--- config.mk ---
export PLATFORM = sky130hd
export DESIGN_NAME = sbr_div_stage
export DESIGN_NICKNAME = d
export VERILOG_FILES = /design/src/sv/sbr_pkg.sv /design/src/sv/sbr_div_stage.sv
export SDC_FILE = /design/constraint.sdc
export NUM_CORES = 1
export LEC_CHECK = 0
export ABC_AREA = 1
export BUFFER_PORTS_ARGS = -buffer_cell sky130_fd_sc_hd__buf_2
export CORE_MARGIN = 2
export CORE_UTILIZATION = 45
export DETAILED_ROUTE_END_ITERATION = 10
export GPL_ROUTABILITY_DRIVEN = 0
export HOLD_SLACK_MARGIN = 0.12
export MAX_ROUTING_LAYER = met4
export PLACE_DENSITY = 0.7
export SYNTH_ARGS = -nofsm -noshare
export SYNTH_HDL_FRONTEND = slang
export SYNTH_SLANG_ARGS = --single-unit
--- constraint.sdc ---
create_clock -name i_clk -period 21.7 [get_ports i_clk]
set_input_delay 4.34 -clock i_clk [delete_from_list [all_inputs] [get_ports i_clk]]
set_output_delay 4.34 -clock i_clk [all_outputs]
set_load 0.005 [all_outputs]
--- src/sv/sbr_pkg.sv ---
// Shared types and constants of the saturating ratio scaler.
package sbr_pkg;

    localparam int MagW   = 64;
    localparam int HalfW  = 32;
    localparam int ProdW  = 96;
    localparam int CfgIdxW = 2;

    localparam logic [MagW-1:0] POS_MAX = 64'h7fff_ffff_ffff_ffff;
    localparam logic [MagW-1:0] NEG_MIN = 64'h8000_0000_0000_0000;

    localparam logic [CfgIdxW-1:0] REG_RATIO_NUM = 2'd0;
    localparam logic [CfgIdxW-1:0] REG_RATIO_DEN = 2'd1;

    // One item inside the divider: partial remainder, and a shift register
    // that gives up dividend bits at the top and takes quotient bits at the bottom.
    typedef struct packed {
        logic             valid;
        logic             neg;
        logic             sat;
        logic [HalfW-1:0] rem;
        logic [MagW-1:0]  bits;
    } t_div;

endpackage

--- src/sv/sbr_div_stage.sv ---
// One stage of the restoring divider: it resolves Steps quotient bits.
module sbr_div_stage #(
    parameter int Steps = 4
) (
    input  logic                       i_clk,
    input  logic                       i_rst_n,
    input  logic                       i_en,
    input  logic [sbr_pkg::HalfW-1:0]  i_den,
    input  sbr_pkg::t_div              i_div,
    output sbr_pkg::t_div              o_div
);

    logic                        r_valid;
    sbr_pkg::t_div               r_div;
    sbr_pkg::t_div               n_div;
    logic [sbr_pkg::HalfW:0]     s_trial;
    logic                        s_q;

    always_comb begin
        n_div   = i_div;
        s_trial = '0;
        s_q     = 1'b0;
        for (int k = 0; k < Steps; k++) begin
            s_trial = {n_div.rem, n_div.bits[sbr_pkg::MagW-1]};
            s_q     = (s_trial >= {1'b0, i_den});
            if (s_q) begin
                n_div.rem = sbr_pkg::HalfW'(s_trial - {1'b0, i_den});
            end else begin
                n_div.rem = s_trial[sbr_pkg::HalfW-1:0];
            end
            n_div.bits = {n_div.bits[sbr_pkg::MagW-2:0], s_q};
        end
    end

    always_ff @(posedge i_clk) begin
        if (!i_rst_n) begin
            r_valid <= 1'b0;
        end else if (i_en) begin
            r_valid <= i_div.valid;
        end
    end

    always_ff @(posedge i_clk) begin
        if (i_en) begin
            r_div <= n_div;
        end
    end

    always_comb begin
        o_div       = r_div;
        o_div.valid = r_valid;
    end

endmodule

==> flow_summary.ini <==
[sta]
tightest_slew_ns = 0.897
finalMaxSlewViolations = 0
slew_headroom_pct = 39.6
timing_hold_violations_final = 0
rsz0062_at_grt = false
fin_tns_setup_ns = 0
min_period_over_period_pct = 67.2
setup_violations = 0
fin_skew_ns = 0
post-route-min-period_ns = 14.58
fmax_ghz = 0.0686

[logic_synthesis]
async_flop_share_pct = 0
yosys_warnings = 0
synth_edf_count = 98
yosysTopAreaCell = edfxtp_1
syn_nets = 2156
synth_area_leaders = edfxtp_1, nand2_1, ha_1, inv_1, nand3_1
ys_seq_area_share_pct = 23.8
synth_cells = 1890
synth_top_area_share_pct = 23.6
synth_cell_types = 52
synth_top_flop_cell = edfxtp_1
synth.most_common_cell = nand2_1
ys_ff_latch = 99
synth_common_cells = nand2_1, inv_1, nand3_1, a21oi_1, ha_1
avgSynthCellArea_um2 = 6.59
synth_area_um2 = 12500

[layout]
final_area_um2 = 14200
syn2layout_area_growth_pct = 13.9
drive_above_1_share_pct = 13.9
multiInputGateArea_um2 = 8390
layout.cells.non_filler = 2480
final_util_pct = 52.4
n_antenna_cell = 0
num-fill-cells = 2743
nets = 2370
seqCellArea_um2 = 2960

[setup_path]
crit_slowest_cell = inv_2
crit_buf_inv = 6
worstSetupStartpointType = input pin
critPathTopFamily = simple AND/OR/NAND/NOR gates
critPathArrivalTime_ns = 14.79
crit_required_ns = 21.91
cp-end-kind = register
crit_top_cell = nand2_1
cp_max_fo = 43
worst-setup-path-type = input pin to register
slowest_delay_ns = 0.65

[die]
core_um2 = 27100
dieHeight_um = 170
ios = 233
start_util_pct = 46.0
num_rows = 60
die_w_um = 170
dieArea_um2 = 29000

[global_route]
grt_pass1_vias = 12553
grt.overflow.total = 0
antenna_found_initial = 0
grt_first_pass_wirelength_um = 64900
grt_max_degree = 59
grt.total_usage_pct = 29.2

[clock_network]
cts_tree = yes
insertion_delay_ns = 0.36
numCtsBuffers = 9
cts_resized = 0
hold_buffers = 0
clock-sinks = 99
clock-root-buffer = clkbuf_16
htree_levels = 3
cts_buffer_depth = 2
postCtsSetupBuffers = 0
path_clk_slew_ns = 0.08

[route]
drtPass1Iterations = 6
initialDrtViolationCount = 1489
drc = 0
antenna_left = 0
vias_per_cell = 5.55
routed_wl_um = 42100
vias = 13761
detail_route.wl_per_cell_um = 17.0

[pwr]
p_leak_nw = 7.37
powerDensity_nw_per_um2 = 151
vdd_ir_drop_max_mv = 0.102

[place]
dp.cells = 2465
dp_hpwl_um = 35600
place_area_um2 = 13900
io_buffers = 232

[flow_run]
drv_cap = 0

[outcome]
outcome = completed

[min_path]
hold_path_class = register to register
-- power by group --
group	internal [mW]	switching, mW	total (mW)
combinational	0.570	1.10	1.67
sequential	0.310	0.0105	0.321
clock	0.0798	0.0740	0.154
total	0.960	1.18	2.14
-- tightest hold or removal path, delay by kind of cell, from the launching register on --
| kind | cells | cell delay (ns) |
|---|---|---|
| flip-flops | 1 | 0.32 |
| AO/OA/AOI/OAI | 2 | 0.19 |
-- metrics by stage --
step / worst slack, ns / power [mW] / hold slack, ns
6_report: 7.12 / 2.14 / 0.538
5_1_grt: 6.05 / 2.35 / 0.664
4_1_cts: 7.37 / 2.10 / 0.540
3_5_place_dp: 7.06 / 1.94 / 0.529
3_3_place_gp: 7.43 / 1.91 / 0.517
2_1_floorplan: 10.06 / 1.57 / 0.502
-- cell type report --
type                            count  share of cell area, %
Inverter                          243                   6.43
Multi-Input combinational cell   1517                   59.1
Timing Repair Buffer              234                   8.31
Clock inverter                      6                  0.406
Tap cell                          372                   3.28
Clock buffer                        9                   1.59
Sequential cell                    99                   20.9
-- registers in the layout (all words and copies together), names as in the netlist --
signal,flops
o_div,98
r_valid,1
-- metal layers --
layer	vias to the layer above	wire, um	track usage [%]
li1	6701	-	-
met1	6244	17800	38.0
met2	708	19000	47.5
met3	108	3700	2.74
met4	0	1640	10.7
met5	-	0	-
-- cell usage in the layout, fill, tap and decap left out, types with 14 or more instances in the layout --
master	instances
buf_2	231
o21ai_0	78
xnor2_1	43
nand3_1	151
xor2_1	54
nor3_1	20
a21oi_1	128
nor2_1	125
o21ai_1	14
inv_1	231
nand2_1	635
edfxtp_1	98
ha_1	128
nand4_1	18
-- logic make-up after synthesis --
group,synth area share (%)
compound gates,12.8
simple gates,34.3
flops,23.8
xor+xnor,6.82
fa+ha+maj,13.5
buf+inv,8.85
-- final timing paths --
check | from | to | slack, ns | cells past startpoint
setup / recovery | i_den[20] | o_div[74] | 7.12 | 53
hold / removal | r_valid | r_valid | 0.54 | 2
setup reg to reg | r_valid | r_valid | 21.06 | 2
hold reg to reg | r_valid | r_valid | 0.54 | 2
Power figures use the tool's default switching activity.
