**src/sv/sbr_pkg.sv**
```systemverilog
// Shared types and constants of the saturating ratio scaler.
package sbr_pkg;

    localparam int MagW   = 64;
    localparam int HalfW  = 32;
    localparam int ProdW  = 96;
    localparam int CfgIdxW = 2;

    localparam logic [MagW-1:0] POS_MAX = 64'h7fff_ffff_ffff_ffff;
    localparam logic [MagW-1:0] NEG_MIN = 64'h8000_0000_0000_0000;

    localparam logic [CfgIdxW-1:0] REG_RATIO_NUM = 2'd0;
    localparam logic [CfgIdxW-1:0] REG_RATIO_DEN = 2'd1;

    // One item inside the divider: partial remainder, and a shift register
    // that gives up dividend bits at the top and takes quotient bits at the bottom.
    typedef struct packed {
        logic             valid;
        logic             neg;
        logic             sat;
        logic [HalfW-1:0] rem;
        logic [MagW-1:0]  bits;
    } t_div;

endpackage

```
**src/sv/sbr_out.sv**
```systemverilog
// Output stage: sign restore, rounding toward minus infinity and saturation.
module sbr_out (
    input  logic                      i_clk,
    input  logic                      i_rst_n,
    input  logic                      i_en,
    input  sbr_pkg::t_div             i_div,
    output logic                      o_valid,
    output logic [sbr_pkg::MagW-1:0]  o_data
);

    logic                        r_valid;
    logic                        r_neg;
    logic [sbr_pkg::MagW-1:0]    r_data;
    logic [sbr_pkg::MagW-1:0]    n_data;

    // Negative: -(q+1) is ~q when a remainder is left, else -q.
    always_comb begin
        if (!i_div.neg) begin
            n_data = i_div.sat ? sbr_pkg::POS_MAX : i_div.bits;
        end else if (i_div.sat) begin
            n_data = sbr_pkg::NEG_MIN;
        end else if (i_div.rem != '0) begin
            n_data = ~i_div.bits;
        end else begin
            n_data = 64'd0 - i_div.bits;
        end
    end

    always_ff @(posedge i_clk) begin
        if (!i_rst_n) begin
            r_valid <= 1'b0;
        end else if (i_en) begin
            r_valid <= i_div.valid;
        end
    end

    always_ff @(posedge i_clk) begin
        if (i_en) begin
            r_neg  <= i_div.neg;
            r_data <= n_data;
        end
    end

    assign o_valid = r_valid;
    assign o_data  = r_data;

`ifndef NO_ASSERTIONS
    a_pos_nonneg: assert property (@(posedge i_clk) disable iff (!i_rst_n)
        (r_valid && !r_neg) |-> !r_data[sbr_pkg::MagW-1])
        else $error("non-negative sample gave a negative result");

    a_neg_nonpos: assert property (@(posedge i_clk) disable iff (!i_rst_n)
        (r_valid && r_neg) |-> (r_data[sbr_pkg::MagW-1] || r_data == '0))
        else $error("negative sample gave a positive result");
`endif

endmodule
```
**config.mk**
```make
export PLATFORM = sky130hd
export DESIGN_NAME = sbr_out
export DESIGN_NICKNAME = d
export VERILOG_FILES = /design/src/sv/sbr_pkg.sv /design/src/sv/sbr_out.sv
export SDC_FILE = /design/constraint.sdc
export NUM_CORES = 1
export LEC_CHECK = 0
export BUFFER_PORTS_ARGS = -buffer_cell sky130_fd_sc_hd__buf_2
export CORE_MARGIN = 4
export CORE_UTILIZATION = 50
export DETAILED_ROUTE_END_ITERATION = 8
export GPL_TIMING_DRIVEN = 1
export PLACE_DENSITY = 0.84
export SLEW_MARGIN = 25
export SYNTH_ARGS = -nofsm -noshare
export SYNTH_HDL_FRONTEND = slang
export SYNTH_SLANG_ARGS = --single-unit
```
**constraint.sdc**
```tcl
create_clock -name i_clk -period 7.9 [get_ports i_clk]
set_input_delay 1.58 -clock i_clk [delete_from_list [all_inputs] [get_ports i_clk]]
set_output_delay 1.58 -clock i_clk [all_outputs]
set_load 0.01 [all_outputs]
```
==> results.ini <==
[routing]
routed_wl_mm=13.9
viasPerCell=6.45
wl_per_cell_microns=18.5
vias=4841
drcViolationCount=0
drtPass1Iterations=6
drt_iter0_markers=491
final_antenna_net_count=0

[placement]
routabilityCongestion=0.880
hpwl_mm=9.96
preCtsSetupSlack_ns=3.53
port-buffer-count=166

[layout]
n_antenna_cell=0
num-fill-cells=742
multi_input_area_sq_um=2370
register_area_sq_um=1940
area_growth_pct=24.0
final_util=0.636
drive_above_1_share=0.308
final_nets=740

[logic_synthesis]
ys_seq_area_frac=0.436
ys_ff_latch=65
synth_top_family_by_area=simple AND/OR/NAND/NOR gates
synthFlopType=edfxtp_1
syn_avg_cell_area_sq_um=9.12
synthXorXnorAreaFrac=0.0315
synthAdderAreaFrac=0.00281
synth_compound_area_frac=0.178
synth_edf_count=64
ys_async_sr_fraction=0
synth_top_area_share=0.432
ys_warn_count=0
syn_area_sq_um=4450
yosys-mux-area-fraction=0.0205
synth.largest_area_cell=edfxtp_1
netlist_top_cells_area=edfxtp_1 (43%), nor2_1 (6.7%), nor4_1 (4.5%)
synth_cell_types=57
synth-simple-area-share=0.296
synthCells=488
synth.net_count=591

[sta]
hold_viol=0
min_period_ns=4.08
hold_ws_ns=0.530
setup_viol=0
max_freq_mhz=245
finalClockSkew_ns=0
tns_ns=0
slew_headroom=0.287
period_share=0.516
tightest_slew_ns=1.06
rsz0062_at_grt=false
timing.final.ws_setup_ns=3.82
maxSlewViolCount=0

[clock_tree]
clk_latency_ns=0.34
cts.sinks=65
htreeDepth=3
cts_tree=yes
cts.clk_slew.worst_paths_ns=0.07
root_buffer=clkbuf_8
numCtsBuffers=9
post_cts_buffers=0
ctsResizeCount=0
ctsLongestPathBuffers=2
ctsHoldBuffers=0

[die]
die_h_microns=102
die-area_sq_um=10500
rows=34
die_w_microns=102
ios=167
initial_core_util=0.513
coreArea_sq_um=8680

[worst_setup_path]
cp_num_buf_inv=1
cpPeakStageDelay_ns=0.60
arrival_ns=4.26
crit_chain=buf_2 > nor4_1 > or4b_4 > nor4_4 > nand4_2 > or4_1 > o211ai_1
critPathLaunchType=input port
critical_path_class=input port to flop
slowest_stage=or4b_4
critPathLaunch=i_div[34]
cpLargestDelayFamily=simple AND/OR/NAND/NOR gates
cp_max_fo=10
rr_startpoint=o_valid
crit_required_ns=8.08
critPathCaptureType=flop
ff2ff_setup_slack_ns=7.30

[pwr]
power.density_nw_per_um2=160
ir_drop_v=0.0000842
p_leak_nw=2.07

[flow_run]
cap_violations=0

[global_route]
grt_first_pass_wirelength_mm=21.0
grt-ovfl-total=0
grt_max_degree=114
grtUsageTotal=0.255
antenna_found_initial=0
grt_pass1_vias=4459

[hold_path]
hp-start=o_valid
hold_class=flop to flop

[status]
status=finished, final reports clean

## power breakdown
part           internal, mW  switching (mW)
registers             0.419         0.00957
logic                0.0696           0.108
clock network         0.144           0.135
## worst reg2reg max path: stages (launching register included)
cell and delay [ns]:
dfxtp_1 0.31, mux2i_1 0.13, nor2b_1 0.06
## through the flow
stage | instances | power (mW) | area (sq um)
detailed placement | 734 | 0.611 | 5320
floorplan | 488 | 0.518 | 4450
global placement | 734 | 0.604 | 5320
global route | 750 | 0.924 | 5520
finish | 750 | 0.884 | 5520
CTS | 750 | 0.886 | 5510
## path summary, 6_finish.rpt
check | endpoint | depth (start not counted)
max | o_data[55] | 7
min | o_valid | 2
max reg2reg | o_valid | 2
min reg2reg | o_valid | 2
## routing by layer
metal,vias to the layer above,track usage,routed length [microns]
met2,308,0.421,6780
met3,47,0.0416,1390
met5,-,0,0
li1,2230,-,-
met1,2256,0.329,5300
met4,0,0.118,425
## synth_stat cells, types with 11 or more instances
library cell	instances
edfxtp_1	64
nand4_1	12
a31oi_1	11
nand2_1	17
a211oi_1	11
nor4_1	32
clkbuf_1	26
nor3_1	25
o211ai_1	16
nand3_1	14
a21oi_1	12
or4_1	11
nor2_1	79
xor2_1	14
o21ai_0	14
o22ai_1	18
## sequential cells by signal, summed over array words and instances (netlist names)
register  cells
o_data       64
o_valid       1
## cells by family (layout without fill, tap and decap cells)
logic type / after synthesis / count (layout)
adders and majority gates: 1 / 1
buffers and inverters: 41 / 195
muxes: 9 / 9
AOI/OAI and AO/OA: 114 / 114
and+or+nand+nor: 242 / 242
DFF: 65 / 65
xor gates and xnor gates: 16 / 16
## layout by cell type, fill, tap and decap left out, drive strengths merged, types with 2 or more instances in the layout
master    instances
nor3             25
a41oi             4
xnor2             2
o211ai           16
inv              10
or3               6
nand2b            7
buf             168
o311ai            3
nand2            18
a21o              5
and4              4
clkinvlp          2
clkinv            4
nand3b           10
nor2b             3
a21oi            12
edfxtp           64
nand4b            3
a31oi            11
a211oi           11
nor4             34
o32ai             2
mux2i             8
o22ai            18
a311oi            6
clkbuf           10
o31ai             7
or4              12
and2              3
or2               3
o21ai            14
xor2             14
and3              3
nand3            14
nor2             80
nand4            13
## final cells by class
cell class	count	area share
Multi-Input combinational cell	382	0.429
Sequential cell	65	0.352
Tap cell	108	0.0245
Inverter	11	0.00748
Clock inverter	6	0.0107
Clock buffer	10	0.0231
Timing Repair Buffer	168	0.154
(Power assumes the default switching activity.)
